[config.mk]
export PLATFORM = sky130hd
export DESIGN_NAME = tcp_connection_state_machine_flat
export DESIGN_NICKNAME = d
export VERILOG_FILES = /design/src/rtl/core/tcpsm_pkg.sv /design/src/rtl/core/tcpsm_if.sv /design/src/rtl/core/tcpsm_eval.sv /design/src/rtl/core/tcp_connection_state_machine.sv /design/src/flat_wrapper.sv
export SDC_FILE = /design/constraint.sdc
export NUM_CORES = 2
export LEC_CHECK = 0
export ABC_AREA = 0
export BUFFER_PORTS_ARGS = -buffer_cell sky130_fd_sc_hd__clkbuf_2
export CORE_MARGIN = 1.5
export CORE_UTILIZATION = 42
export CTS_CLUSTER_DIAMETER = 60
export DETAILED_ROUTE_END_ITERATION = 6
export PLACE_DENSITY = 0.55
export SETUP_SLACK_MARGIN = 0.2
export SKIP_LAST_GASP = 1
export SYNTH_ARGS = -nofsm -noshare
export SYNTH_HDL_FRONTEND = slang
export SYNTH_SLANG_ARGS = --single-unit
export TNS_END_PERCENT = 1
[constraint.sdc]
create_clock -name clock -period 15.4 [get_ports clock]
set_input_delay 3.08 -clock clock [delete_from_list [all_inputs] [get_ports clock]]
set_output_delay 3.08 -clock clock [all_outputs]
set_load 0.005 [all_outputs]
[src/rtl/core/tcpsm_pkg.sv]
// ----------------------------------------------------------------------------
// TCP connection state machine package
// Shared types, state codes and sequence helpers.
// ----------------------------------------------------------------------------
package tcpsm_pkg;

   localparam logic [3:0] ST_CLOSED    = 4'd0;
   localparam logic [3:0] ST_LISTEN    = 4'd1;
   localparam logic [3:0] ST_SYN_SENT  = 4'd2;
   localparam logic [3:0] ST_SYN_RCVD  = 4'd3;
   localparam logic [3:0] ST_ESTAB     = 4'd4;
   localparam logic [3:0] ST_FINW1     = 4'd5;
   localparam logic [3:0] ST_FINW2     = 4'd6;
   localparam logic [3:0] ST_CLOSEWAIT = 4'd7;
   localparam logic [3:0] ST_CLOSING   = 4'd8;
   localparam logic [3:0] ST_LASTACK   = 4'd9;
   localparam logic [3:0] ST_TIMEWAIT  = 4'd10;

   localparam logic [2:0] CMD_SEGMENT = 3'd0;
   localparam logic [2:0] CMD_LISTEN  = 3'd1;
   localparam logic [2:0] CMD_CONNECT = 3'd2;
   localparam logic [2:0] CMD_CLOSE   = 3'd3;
   localparam logic [2:0] CMD_READ    = 3'd4;
   localparam logic [2:0] CMD_TW_EXP  = 3'd5;

   localparam logic [1:0] STS_OK      = 2'd0;
   localparam logic [1:0] STS_INVALID = 2'd1;
   localparam logic [1:0] STS_CLOSING = 2'd2;
   localparam logic [1:0] STS_GRANT   = 2'd3;

   localparam logic [15:0] RBS_RESET = 16'd4096;

   typedef struct packed {
      logic [2:0]  cmd;
      logic [31:0] seg_seq;
      logic [31:0] seg_ack;
      logic [15:0] payload_len;
      logic [15:0] seg_window;
      logic        flag_syn;
      logic        flag_ack;
      logic        flag_fin;
      logic        flag_rst;
      logic [31:0] initial_seq;
      logic [15:0] read_len;
   } req_type;

   typedef struct packed {
      logic        send_valid;
      logic [31:0] out_seq;
      logic [31:0] out_ack;
      logic        out_syn;
      logic        out_ack_flag;
      logic        out_fin;
      logic        out_rst;
      logic [15:0] out_window;
      logic [3:0]  conn_state;
      logic [1:0]  status;
      logic [15:0] grant_len;
      logic        last;
   } rsp_type;

   typedef struct packed {
      logic [3:0]  state_code;
      logic [31:0] send_unacked;
      logic [31:0] send_next;
      logic [15:0] send_window;
      logic [31:0] window_update_seq;
      logic [31:0] window_update_ack;
      logic [31:0] recv_next;
      logic [15:0] recv_window;
      logic [31:0] initial_send_seq;
      logic [31:0] initial_recv_seq;
   } conn_type;

   function automatic logic seq_lt(input logic [31:0] a, input logic [31:0] b);
      logic [31:0] d;
      d = a - b;
      return d[31];
   endfunction

   function automatic logic seq_le(input logic [31:0] a, input logic [31:0] b);
      return !seq_lt(b, a);
   endfunction

endpackage

[src/rtl/core/tcpsm_if.sv]
// ----------------------------------------------------------------------------
// TCP connection state machine channels
// Valid/ready channels for requests and results.
// ----------------------------------------------------------------------------
interface tcpsm_req_if;
   logic                 valid;
   logic                 ready;
   tcpsm_pkg::req_type   payload;
   modport source (output valid, output payload, input ready);
   modport sink (input valid, input payload, output ready);
endinterface

interface tcpsm_rsp_if;
   logic                 valid;
   logic                 ready;
   tcpsm_pkg::rsp_type   payload;
   modport source (output valid, output payload, input ready);
   modport sink (input valid, input payload, output ready);
endinterface

[src/rtl/core/tcpsm_eval.sv]
// ----------------------------------------------------------------------------
// TCP connection state machine evaluation
// Computes the next connection state and up to two results for one request.
// ----------------------------------------------------------------------------
module tcpsm_eval (
   input  tcpsm_pkg::conn_type cur,
   input  tcpsm_pkg::req_type  rq,
   input  logic [15:0]         rbs,
   output tcpsm_pkg::conn_type nxt,
   output tcpsm_pkg::rsp_type  res0,
   output tcpsm_pkg::rsp_type  res1,
   output logic                two
);

   tcpsm_pkg::rsp_type h0, h1, hx;
   logic [1:0]  npend;
   logic [1:0]  status;
   logic [15:0] grant;
   logic [31:0] slen, off, offe;
   logic [15:0] held, take;
   logic        acc, cut, done;

   always_comb begin
      nxt    = cur;
      h0     = '0;
      h1     = '0;
      hx     = '0;
      npend  = 2'd0;
      status = tcpsm_pkg::STS_OK;
      grant  = 16'd0;
      acc    = 1'b0;
      cut    = 1'b0;
      done   = 1'b0;
      take   = 16'd0;
      held   = (rbs > cur.recv_window) ? rbs - cur.recv_window : 16'd0;
      slen   = {16'd0, rq.payload_len} + {31'd0, rq.flag_syn} + {31'd0, rq.flag_fin};
      off    = rq.seg_seq - cur.recv_next;
      offe   = off + slen - 32'd1;
      unique case (rq.cmd)
         tcpsm_pkg::CMD_SEGMENT: begin
            if (cur.state_code == tcpsm_pkg::ST_CLOSED) begin
               if (!rq.flag_rst) begin
                  npend = 2'd1;
                  h0.send_valid = 1'b1;
                  h0.out_rst = 1'b1;
                  if (!rq.flag_ack) begin
                     h0.out_ack = rq.seg_seq + slen;
                     h0.out_ack_flag = 1'b1;
                  end else begin
                     h0.out_seq = rq.seg_ack;
                  end
               end
            end else if (cur.state_code == tcpsm_pkg::ST_LISTEN) begin
               if (!rq.flag_rst) begin
                  if (rq.flag_ack) begin
                     npend = 2'd1;
                     h0.send_valid = 1'b1;
                     h0.out_rst = 1'b1;
                     h0.out_seq = rq.seg_ack;
                  end else if (rq.flag_syn) begin
                     nxt.recv_window = rbs;
                     nxt.recv_next = rq.seg_seq + 32'd1;
                     nxt.initial_recv_seq = rq.seg_seq;
                     nxt.initial_send_seq = rq.initial_seq;
                     nxt.send_unacked = rq.initial_seq;
                     nxt.send_next = rq.initial_seq + 32'd1;
                     nxt.send_window = 16'd0;
                     nxt.window_update_seq = 32'd0;
                     nxt.window_update_ack = 32'd0;
                     npend = 2'd1;
                     h0.send_valid = 1'b1;
                     h0.out_syn = 1'b1;
                     h0.out_ack_flag = 1'b1;
                     h0.out_seq = rq.initial_seq;
                     h0.out_ack = rq.seg_seq + 32'd1;
                     h0.out_window = rbs;
                     nxt.state_code = tcpsm_pkg::ST_SYN_RCVD;
                  end
               end
            end else if (cur.state_code == tcpsm_pkg::ST_SYN_SENT) begin
               if (rq.flag_ack) begin
                  if (tcpsm_pkg::seq_le(rq.seg_ack, cur.initial_send_seq) ||
                      tcpsm_pkg::seq_lt(cur.send_next, rq.seg_ack)) begin
                     done = 1'b1;
                     if (!rq.flag_rst) begin
                        npend = 2'd1;
                        h0.send_valid = 1'b1;
                        h0.out_rst = 1'b1;
                        h0.out_seq = rq.seg_ack;
                     end
                  end else begin
                     acc = tcpsm_pkg::seq_le(cur.send_unacked, rq.seg_ack) &&
                           tcpsm_pkg::seq_le(rq.seg_ack, cur.send_next);
                  end
               end
               if (!done) begin
                  if (rq.flag_rst) begin
                     if (acc) nxt.state_code = tcpsm_pkg::ST_CLOSED;
                  end else if (rq.flag_syn) begin
                     nxt.recv_next = rq.seg_seq + 32'd1;
                     nxt.initial_recv_seq = rq.seg_seq;
                     if (acc) nxt.send_unacked = rq.seg_ack;
                     npend = 2'd1;
                     h0.send_valid = 1'b1;
                     h0.out_ack_flag = 1'b1;
                     h0.out_ack = rq.seg_seq + 32'd1;
                     h0.out_window = cur.recv_window;
                     if (tcpsm_pkg::seq_lt(cur.initial_send_seq, nxt.send_unacked)) begin
                        nxt.state_code = tcpsm_pkg::ST_ESTAB;
                        h0.out_seq = cur.send_next;
                        nxt.send_window = rq.seg_window;
                        nxt.window_update_seq = rq.seg_seq;
                        nxt.window_update_ack = rq.seg_ack;
                     end else begin
                        nxt.state_code = tcpsm_pkg::ST_SYN_RCVD;
                        h0.out_syn = 1'b1;
                        h0.out_seq = cur.initial_send_seq;
                     end
                  end
               end
            end else begin
               if (slen == 32'd0) begin
                  acc = (cur.recv_window == 16'd0) ? (rq.seg_seq == cur.recv_next) :
                        (off < {16'd0, cur.recv_window});
               end else begin
                  acc = (cur.recv_window != 16'd0) &&
                        ((off < {16'd0, cur.recv_window}) ||
                         (offe < {16'd0, cur.recv_window}));
               end
               hx.send_valid = 1'b1;
               hx.out_ack_flag = 1'b1;
               hx.out_seq = cur.send_next;
               hx.out_ack = cur.recv_next;
               hx.out_window = cur.recv_window;
               if (!acc) begin
                  if (!rq.flag_rst) begin
                     npend = 2'd1;
                     h0 = hx;
                  end
               end else if (rq.flag_rst) begin
                  nxt.state_code = tcpsm_pkg::ST_CLOSED;
               end else if (rq.flag_syn) begin
                  npend = 2'd1;
                  h0 = hx;
                  h0.out_ack_flag = 1'b0;
                  h0.out_rst = 1'b1;
                  nxt.state_code = tcpsm_pkg::ST_CLOSED;
               end else if (rq.flag_ack) begin
                  if (cur.state_code == tcpsm_pkg::ST_SYN_RCVD) begin
                     if (tcpsm_pkg::seq_le(cur.send_unacked, rq.seg_ack) &&
                         tcpsm_pkg::seq_le(rq.seg_ack, cur.send_next)) begin
                        nxt.state_code = tcpsm_pkg::ST_ESTAB;
                     end else begin
                        done = 1'b1;
                        npend = 2'd1;
                        h0.send_valid = 1'b1;
                        h0.out_rst = 1'b1;
                        h0.out_seq = rq.seg_ack;
                     end
                  end
                  if (!done && nxt.state_code == tcpsm_pkg::ST_LASTACK) begin
                     done = 1'b1;
                     if (rq.seg_ack == cur.send_next) nxt.state_code = tcpsm_pkg::ST_CLOSED;
                  end
                  if (!done && nxt.state_code >= tcpsm_pkg::ST_ESTAB &&
                      nxt.state_code <= tcpsm_pkg::ST_CLOSING) begin
                     if (tcpsm_pkg::seq_lt(cur.send_unacked, rq.seg_ack) &&
                         tcpsm_pkg::seq_le(rq.seg_ack, cur.send_next)) begin
                        nxt.send_unacked = rq.seg_ack;
                        if (tcpsm_pkg::seq_lt(cur.window_update_seq, rq.seg_seq) ||
                            (cur.window_update_seq == rq.seg_seq &&
                             tcpsm_pkg::seq_le(cur.window_update_ack, rq.seg_ack))) begin
                           nxt.send_window = rq.seg_window;
                           nxt.window_update_seq = rq.seg_seq;
                           nxt.window_update_ack = rq.seg_ack;
                        end
                     end else if (tcpsm_pkg::seq_lt(cur.send_next, rq.seg_ack) &&
                                  !tcpsm_pkg::seq_lt(rq.seg_ack, cur.send_unacked)) begin
                        done = 1'b1;
                        npend = 2'd1;
                        h0 = hx;
                     end
                     if (!done) begin
                        if (nxt.state_code == tcpsm_pkg::ST_FINW1 &&
                            rq.seg_ack == cur.send_next) begin
                           nxt.state_code = tcpsm_pkg::ST_FINW2;
                        end else if (nxt.state_code == tcpsm_pkg::ST_CLOSING &&
                                     rq.seg_ack == cur.send_next) begin
                           nxt.state_code = tcpsm_pkg::ST_TIMEWAIT;
                        end
                     end
                  end
                  if (!done) begin
                     if ((nxt.state_code == tcpsm_pkg::ST_ESTAB ||
                          nxt.state_code == tcpsm_pkg::ST_FINW1 ||
                          nxt.state_code == tcpsm_pkg::ST_FINW2) &&
                         rq.payload_len != 16'd0) begin
                        take = (rq.payload_len < cur.recv_window) ? rq.payload_len :
                               cur.recv_window;
                        cut = take < rq.payload_len;
                        nxt.recv_next = rq.seg_seq + {16'd0, take};
                        nxt.recv_window = cur.recv_window - take;
                        npend = 2'd1;
                        h0 = hx;
                        h0.out_ack = nxt.recv_next;
                        h0.out_window = nxt.recv_window;
                     end
                     if (rq.flag_fin && !cut && nxt.state_code >= tcpsm_pkg::ST_SYN_RCVD) begin
                        nxt.recv_next = rq.seg_seq + {16'd0, rq.payload_len} + 32'd1;
                        if (npend == 2'd0) begin
                           h0 = hx;
                           h0.out_ack = nxt.recv_next;
                           h0.out_window = nxt.recv_window;
                        end else begin
                           h1 = hx;
                           h1.out_ack = nxt.recv_next;
                           h1.out_window = nxt.recv_window;
                        end
                        npend = npend + 2'd1;
                        if (nxt.state_code == tcpsm_pkg::ST_ESTAB) begin
                           nxt.state_code = tcpsm_pkg::ST_CLOSEWAIT;
                        end else if (nxt.state_code == tcpsm_pkg::ST_FINW1) begin
                           nxt.state_code = (rq.seg_ack == cur.send_next) ?
                                            tcpsm_pkg::ST_TIMEWAIT : tcpsm_pkg::ST_CLOSING;
                        end else if (nxt.state_code == tcpsm_pkg::ST_FINW2) begin
                           nxt.state_code = tcpsm_pkg::ST_TIMEWAIT;
                        end
                     end
                  end
               end
            end
         end
         tcpsm_pkg::CMD_LISTEN: begin
            if (cur.state_code == tcpsm_pkg::ST_CLOSED || cur.state_code == tcpsm_pkg::ST_LISTEN)
               nxt.state_code = tcpsm_pkg::ST_LISTEN;
            else
               status = tcpsm_pkg::STS_INVALID;
         end
         tcpsm_pkg::CMD_CONNECT: begin
            if (cur.state_code == tcpsm_pkg::ST_CLOSED ||
                cur.state_code == tcpsm_pkg::ST_LISTEN) begin
               nxt.recv_window = rbs;
               nxt.recv_next = 32'd0;
               nxt.initial_recv_seq = 32'd0;
               nxt.initial_send_seq = rq.initial_seq;
               nxt.send_unacked = rq.initial_seq;
               nxt.send_next = rq.initial_seq + 32'd1;
               nxt.send_window = 16'd0;
               nxt.window_update_seq = 32'd0;
               nxt.window_update_ack = 32'd0;
               npend = 2'd1;
               h0.send_valid = 1'b1;
               h0.out_syn = 1'b1;
               h0.out_seq = rq.initial_seq;
               h0.out_window = rbs;
               nxt.state_code = tcpsm_pkg::ST_SYN_SENT;
            end else begin
               status = tcpsm_pkg::STS_INVALID;
            end
         end
         tcpsm_pkg::CMD_CLOSE: begin
            if (cur.state_code == tcpsm_pkg::ST_CLOSED) begin
               status = tcpsm_pkg::STS_INVALID;
            end else if (cur.state_code == tcpsm_pkg::ST_LISTEN ||
                         cur.state_code == tcpsm_pkg::ST_SYN_SENT) begin
               nxt.state_code = tcpsm_pkg::ST_CLOSED;
            end else if (cur.state_code == tcpsm_pkg::ST_SYN_RCVD ||
                         cur.state_code == tcpsm_pkg::ST_ESTAB ||
                         cur.state_code == tcpsm_pkg::ST_CLOSEWAIT) begin
               npend = 2'd1;
               h0.send_valid = 1'b1;
               h0.out_fin = 1'b1;
               h0.out_ack_flag = 1'b1;
               h0.out_seq = cur.send_next;
               h0.out_ack = cur.recv_next;
               h0.out_window = cur.recv_window;
               nxt.send_next = cur.send_next + 32'd1;
               nxt.state_code = (cur.state_code == tcpsm_pkg::ST_CLOSEWAIT) ?
                                tcpsm_pkg::ST_LASTACK : tcpsm_pkg::ST_FINW1;
            end else begin
               status = tcpsm_pkg::STS_CLOSING;
            end
         end
         tcpsm_pkg::CMD_READ: begin
            if (cur.state_code <= tcpsm_pkg::ST_SYN_RCVD) begin
               status = tcpsm_pkg::STS_INVALID;
            end else if (cur.state_code <= tcpsm_pkg::ST_FINW2 ||
                         (cur.state_code == tcpsm_pkg::ST_CLOSEWAIT && held != 16'd0)) begin
               grant = (rq.read_len < held) ? rq.read_len : held;
               nxt.recv_window = cur.recv_window + grant;
               status = tcpsm_pkg::STS_GRANT;
            end else begin
               status = tcpsm_pkg::STS_CLOSING;
            end
         end
         tcpsm_pkg::CMD_TW_EXP: begin
            if (cur.state_code == tcpsm_pkg::ST_TIMEWAIT)
               nxt.state_code = tcpsm_pkg::ST_CLOSED;
            else
               status = tcpsm_pkg::STS_INVALID;
         end
         default: begin
            status = tcpsm_pkg::STS_INVALID;
         end
      endcase

      res0 = h0;
      res0.conn_state = nxt.state_code;
      res0.status = status;
      res0.grant_len = grant;
      res0.last = (npend != 2'd2);
      res1 = h1;
      res1.conn_state = nxt.state_code;
      res1.status = status;
      res1.grant_len = grant;
      res1.last = 1'b1;
      two = (npend == 2'd2);
   end

endmodule

[src/rtl/core/tcp_connection_state_machine.sv]
// ----------------------------------------------------------------------------
// TCP connection state machine
// Control state of one TCP connection with an APB register port.
// ----------------------------------------------------------------------------
//  Channel   Direction  Handshake         Contents
//  req_ch    in         valid/ready       segment header or local command
//  rsp_ch    out        valid/ready       header to send, state, status
//  csr_*     in/out     APB, pready = 1   receive_buffer_size at address 0
//
// A request is registered, evaluated against the connection state and
// written into the result register, so one request per cycle is taken
// when each yields one result; a request that yields two results holds
// the result register until both are taken. Reset is synchronous and
// clears the connection state and the valid flags. A stalled result
// channel stops evaluation, and the input register then holds its request.
// ----------------------------------------------------------------------------
module tcp_connection_state_machine (
   input  logic              clock,
   input  logic              reset,
   tcpsm_req_if.sink         req_ch,
   tcpsm_rsp_if.source       rsp_ch,
   input  logic              csr_psel,
   input  logic              csr_penable,
   input  logic              csr_pwrite,
   input  logic [2:0]        csr_paddr,
   input  logic [31:0]       csr_pwdata,
   output logic [31:0]       csr_prdata,
   output logic              csr_pready
);

   tcpsm_pkg::conn_type conn_ff, conn_in;
   tcpsm_pkg::req_type  req_ff;
   tcpsm_pkg::rsp_type  res0_ff, res1_ff, res0_in, res1_in;
   logic [15:0] rbs_ff;
   logic        in_valid_ff, out_valid_ff, out_two_ff, out_sel_ff, two_in;
   logic        out_free, fire, req_take;

   tcpsm_eval u_eval (
      .cur  (conn_ff),
      .rq   (req_ff),
      .rbs  (rbs_ff),
      .nxt  (conn_in),
      .res0 (res0_in),
      .res1 (res1_in),
      .two  (two_in)
   );

   assign out_free   = !out_valid_ff || (rsp_ch.ready && (out_sel_ff || !out_two_ff));
   assign fire       = in_valid_ff && out_free;
   assign req_ch.ready = !in_valid_ff || fire;
   assign req_take   = req_ch.valid && req_ch.ready;

   assign rsp_ch.valid   = out_valid_ff;
   assign rsp_ch.payload = out_sel_ff ? res1_ff : res0_ff;

   assign csr_pready = 1'b1;
   assign csr_prdata = (csr_paddr[2] == 1'b0) ? {16'd0, rbs_ff} : 32'd0;

   always_ff @(posedge clock) begin
      if (reset) begin
         rbs_ff       <= tcpsm_pkg::RBS_RESET;
         conn_ff      <= '0;
         in_valid_ff  <= 1'b0;
         out_valid_ff <= 1'b0;
         out_two_ff   <= 1'b0;
         out_sel_ff   <= 1'b0;
      end else begin
         if (csr_psel && csr_penable && csr_pwrite && csr_paddr[2] == 1'b0)
            rbs_ff <= csr_pwdata[15:0];
         if (req_take)
            in_valid_ff <= 1'b1;
         else if (fire)
            in_valid_ff <= 1'b0;
         if (fire) begin
            conn_ff      <= conn_in;
            out_valid_ff <= 1'b1;
            out_two_ff   <= two_in;
            out_sel_ff   <= 1'b0;
         end else if (out_valid_ff && rsp_ch.ready) begin
            if (!out_sel_ff && out_two_ff) begin
               out_sel_ff <= 1'b1;
            end else begin
               out_valid_ff <= 1'b0;
               out_sel_ff   <= 1'b0;
            end
         end
      end
   end

   always_ff @(posedge clock) begin
      if (req_take)
         req_ff <= req_ch.payload;
      if (fire) begin
         res0_ff <= res0_in;
         res1_ff <= res1_in;
      end
   end

   a_sel_two: assert property (@(posedge clock) disable iff (reset)
      out_sel_ff |-> (out_two_ff && out_valid_ff))
      else $error("second result selected without a pair pending");
   a_fire_out: assert property (@(posedge clock) disable iff (reset)
      fire |=> out_valid_ff)
      else $error("evaluated request produced no result");
   a_hold_in: assert property (@(posedge clock) disable iff (reset)
      (in_valid_ff && !fire) |=> in_valid_ff)
      else $error("pending request lost");

endmodule
[src/flat_wrapper.sv]
// flat-port wrapper written by rule: the top's interface ports become plain ports
module tcp_connection_state_machine_flat 
  (clock, reset, csr_psel, csr_penable, csr_pwrite, csr_paddr, csr_pwdata, csr_prdata, csr_pready, req_ch_valid, req_ch_payload, req_ch_ready, rsp_ch_valid, rsp_ch_payload, rsp_ch_ready);
  tcpsm_req_if req_ch_i ();
  tcpsm_rsp_if rsp_ch_i ();
  input  logic clock;
  input  logic reset;
  input  logic csr_psel;
  input  logic csr_penable;
  input  logic csr_pwrite;
  input  logic [2:0] csr_paddr;
  input  logic [31:0] csr_pwdata;
  output logic [31:0] csr_prdata;
  output logic csr_pready;
  input wire logic [$bits(req_ch_i.valid)-1:0] req_ch_valid;
  input wire logic [$bits(req_ch_i.payload)-1:0] req_ch_payload;
  output wire logic [$bits(req_ch_i.ready)-1:0] req_ch_ready;
  output wire logic [$bits(rsp_ch_i.valid)-1:0] rsp_ch_valid;
  output wire logic [$bits(rsp_ch_i.payload)-1:0] rsp_ch_payload;
  input wire logic [$bits(rsp_ch_i.ready)-1:0] rsp_ch_ready;
  assign req_ch_i.valid = req_ch_valid;
  assign req_ch_i.payload = req_ch_payload;
  assign req_ch_ready = req_ch_i.ready;
  assign rsp_ch_valid = rsp_ch_i.valid;
  assign rsp_ch_payload = rsp_ch_i.payload;
  assign rsp_ch_i.ready = rsp_ch_ready;
  tcp_connection_state_machine u_core (.clock(clock), .reset(reset), .req_ch(req_ch_i), .rsp_ch(rsp_ch_i), .csr_psel(csr_psel), .csr_penable(csr_penable), .csr_pwrite(csr_pwrite), .csr_paddr(csr_paddr), .csr_pwdata(csr_pwdata), .csr_prdata(csr_prdata), .csr_pready(csr_pready));
endmodule
==> metrics.cfg <==
[outcome]
outcome=finished clean

[worst_setup_path]
r2r-start=u_core.req_ff[114]$_DFFE_PP_
crit_top_cell=a21oi_1
r2r_cells=25
path_buf_inv=3
reg2reg_to=u_core.res0_ff[83]$_DFFE_PP_
critPathSlowestCell=and2_2
crit_type=register to register
cp.arrival_ns=9.84
max_stage_delay_ns=0.84
end_kind=register
cp_max_fo=30
cp_data_required_time_ns=15.90
critPathTopFamily=compound AO/OA/AOI/OAI gates
regToRegSetupSlack_ns=6.06
critPathLaunchType=register

[sta]
fmaxAchievable_mhz=107
tns_ns=0
slew_viol_final=0
tightest_slew_ns=1.34
rsz0062_at_grt=false
post-route-period-util_pct=60.7
timing_hold_violations_final=0
period_minus_slack_ns=9.34
setup_viol=0
holdWs_ns=0.465
fin_skew_ns=0.0262
slew_headroom_pct=10.5

[final_layout]
regArea_um2=13100
multiInputGateArea_um2=28700
fin_nets=6093
area_growth_pct=11.3
fillerInstances=10200
drive_gt1_share_pct=12.3
layout_common_cells=586 x nand2_1, 477 x a21oi_1, 414 x ha_1
final_common_cell=nand2_1

[die]
core_um2=104000
dieArea_um2=107000
rows=118
die_w_um=328
initial_core_util_pct=42.6
fp.dieH_um=328
ios=336

[logic_synthesis]
avgSynthCellArea_um2=8.24
netlist_area_um2=44300
synth_seq_cells=492
synth.yosys.warnings=0
synth_edf_count=324
seq_area_frac_synth_pct=29.6
synth-async-reset-ratio_pct=0
ys.flop_type=edfxtp_1
syn_inst=5369
yosysUniqueCellTypes=102

[cts]
htree_num_levels=3
cts_num_sinks=492
cts_root_buf=clkbuf_16
cts_tree=done
numCtsBuffers=73
cts.reportedPaths.clkPinSlew_ns=0.06
ctsResizeCount=0
hold_buffers=0
cts_setup_buffers=0
clk_latency_ns=0.67
clk_path_buf_depth=3

[placed_design]
port_buffers=284
gp_congestion=0.945
dp_hpwl_um=132000

[power]
leakagePower_nw=19.2
powerDensity_nw_per_um2=91.6
max-vdd-ir-drop_mv=0.0875

[route]
first_pass_iters=6
drt-total-wl_um=187000
first_iter_violations=5598
ant_nets=0
drc_errors=0
avgViaCountPerCell=6.36
num_vias=44000
wl_per_cell_um=27.0

[grt]
grt_antenna_before_repair=8
grt_start_max_net_pins=106
grt_most_used_layer=met2
grt_pass1_wl_um=271000
grt_pass1_vias=40900
gr-total-overflow=0
met2_usage_pct=50.6
grt.met3_usage_pct=6.14
use_met1_pct=47.5
track_usage_pct=33.7

[worst_hold_path]
hold_depth=2
worstHoldStart=u_core.out_two_ff$_SDFFE_PP0P_
holdPathEnd=u_core.out_two_ff$_SDFFE_PP0P_
hp-class=register to register

[job]
cap_violations=0

worst max path at each step:
stage                                     from                              end  slack, ns  cells after the start
3_3_place_gp   u_core.conn_ff[77]$_SDFFE_PP0P_  u_core.conn_ff[79]$_SDFFE_PP0P_       6.50                     31
5_1_grt        u_core.conn_ff[77]$_SDFFE_PP0P_  u_core.conn_ff[79]$_SDFFE_PP0P_       5.84                     31
3_5_place_dp   u_core.conn_ff[78]$_SDFFE_PP0P_  u_core.conn_ff[79]$_SDFFE_PP0P_       6.43                     31
2_1_floorplan                     rsp_ch_ready  u_core.conn_ff[80]$_SDFFE_PP0P_       6.23                     11
6_report          u_core.req_ff[114]$_DFFE_PP_     u_core.res0_ff[83]$_DFFE_PP_       6.06                     25
4_1_cts        u_core.conn_ff[78]$_SDFFE_PP0P_  u_core.conn_ff[79]$_SDFFE_PP0P_       6.37                     31
state kept, by name, summed over array words and instances (netlist names):
| name | cells |
|---|---|
| u_core.res1_ff | 99 |
| u_core.req_ff | 135 |
| u_core.res0_ff | 90 |
| u_core.rsp_ch.valid | 1 |
| u_core.rbs_ff | 16 |
| u_core.out_sel_ff | 1 |
| u_core.out_two_ff | 1 |
| u_core.conn_ff | 148 |
| u_core.in_valid_ff | 1 |
kinds of logic (layout without fill, tap and decap cells):
group                    Yosys count  in the layout  share of synthesized area (%)
multiplexers                     144            144                           3.51
buffers and inverters            673            826                           6.19
flip-flops                       492            492                           29.6
other                              2             19                         0.0170
AND/OR/NAND/NOR                 1711           1711                           18.2
adder cells (fa/ha/maj)          423            423                           12.1
XOR/XNOR                         231            231                           4.60
AO/OA/AOI/OAI                   1693           1693                           25.8
layer usage:
metal | part of all wire (%) | routed length (µm)
met2 | 42 | 78500
met3 | 9.8 | 18300
met1 | 44 | 81600
met5 | 0.010 | 19
met4 | 4.3 | 8030
per-stage QoR:
step / total power [mW] / instances / util (%) / worst slack, ns / area [µm²]
global placement: 2.78 / 6782 / 45.0 / 6.50 / 46800
floorplan: 2.37 / 5384 / - / 6.23 / 44300
global route: 4.70 / 6917 / 47.4 / 5.84 / 49300
CTS: 4.51 / 6917 / 47.4 / 6.37 / 49300
detailed placement: 2.78 / 6782 / 45.0 / 6.43 / 46800
finish: 4.52 / 6919 / 47.4 / 6.06 / 49300
tightest hold or removal path: cells and delay by family (launching register included):
| family | cells | cell delay (ns) |
|---|---|---|
| flip-flops | 1 | 0.31 |
| AND/OR/NAND/NOR | 1 | 0.06 |
| AO/OA/AOI/OAI | 1 | 0.05 |
synth_stat cells, types with 14 or more instances:
master / instances / area share (%)
o221ai_1: 31 / 0.61
o31ai_1: 33 / 0.56
xor2_1: 98 / 1.9
ha_1: 414 / 12
buf_2: 34 / 0.38
a31oi_1: 74 / 1.0
nand4_1: 59 / 0.83
and3_1: 77 / 1.1
a21o_1: 143 / 2.4
o21bai_1: 24 / 0.41
nand2_1: 588 / 5.0
nor4_1: 32 / 0.45
dfxtp_1: 168 / 7.6
o21ai_0: 278 / 3.1
and2_1: 72 / 1.0
mux2_2: 88 / 2.2
and4_1: 20 / 0.40
a221o_1: 69 / 1.6
nand3_1: 142 / 1.6
a211oi_1: 95 / 1.6
xnor2_1: 132 / 2.6
buf_4: 39 / 0.66
clkbuf_1: 272 / 2.3
edfxtp_1: 324 / 22
mux2i_1: 56 / 1.3
a222oi_1: 32 / 0.72
a2111oi_0: 18 / 0.36
a211o_1: 22 / 0.44
a21oi_1: 478 / 5.4
o211ai_1: 42 / 0.71
nor2_1: 401 / 3.4
o21a_1: 46 / 0.78
o22ai_1: 20 / 0.28
nand2b_1: 34 / 0.48
nor2b_1: 82 / 1.2
a22oi_1: 40 / 0.68
a221oi_1: 66 / 1.3
buf_1: 14 / 0.12
nor3_1: 108 / 1.2
or3_1: 32 / 0.45
a21boi_0: 27 / 0.46
or2_2: 14 / 0.20
inv_1: 304 / 2.6
area by class of cell:
cell class / count / share of cell area, %
Multi-Input combinational cell: 4219 / 58.2
Timing Repair Buffer: 382 / 4.39
Inverter: 309 / 2.38
Antenna cell: 2 / 0.0102
Sequential cell: 492 / 26.6
Clock buffer: 87 / 3.96
Clock inverter: 48 / 1.01
Tap cell: 1380 / 3.50
power by group:
| part | internal (mW) | total (mW) | switching [mW] |
|---|---|---|---|
| Sequential | 1.46 | 1.53 | 0.0722 |
| Clock | 1.01 | 1.72 | 0.710 |
| Combinational | 0.450 | 1.26 | 0.814 |
| Total | 2.92 | 4.52 | 1.60 |
(Power assumes the default switching activity.)
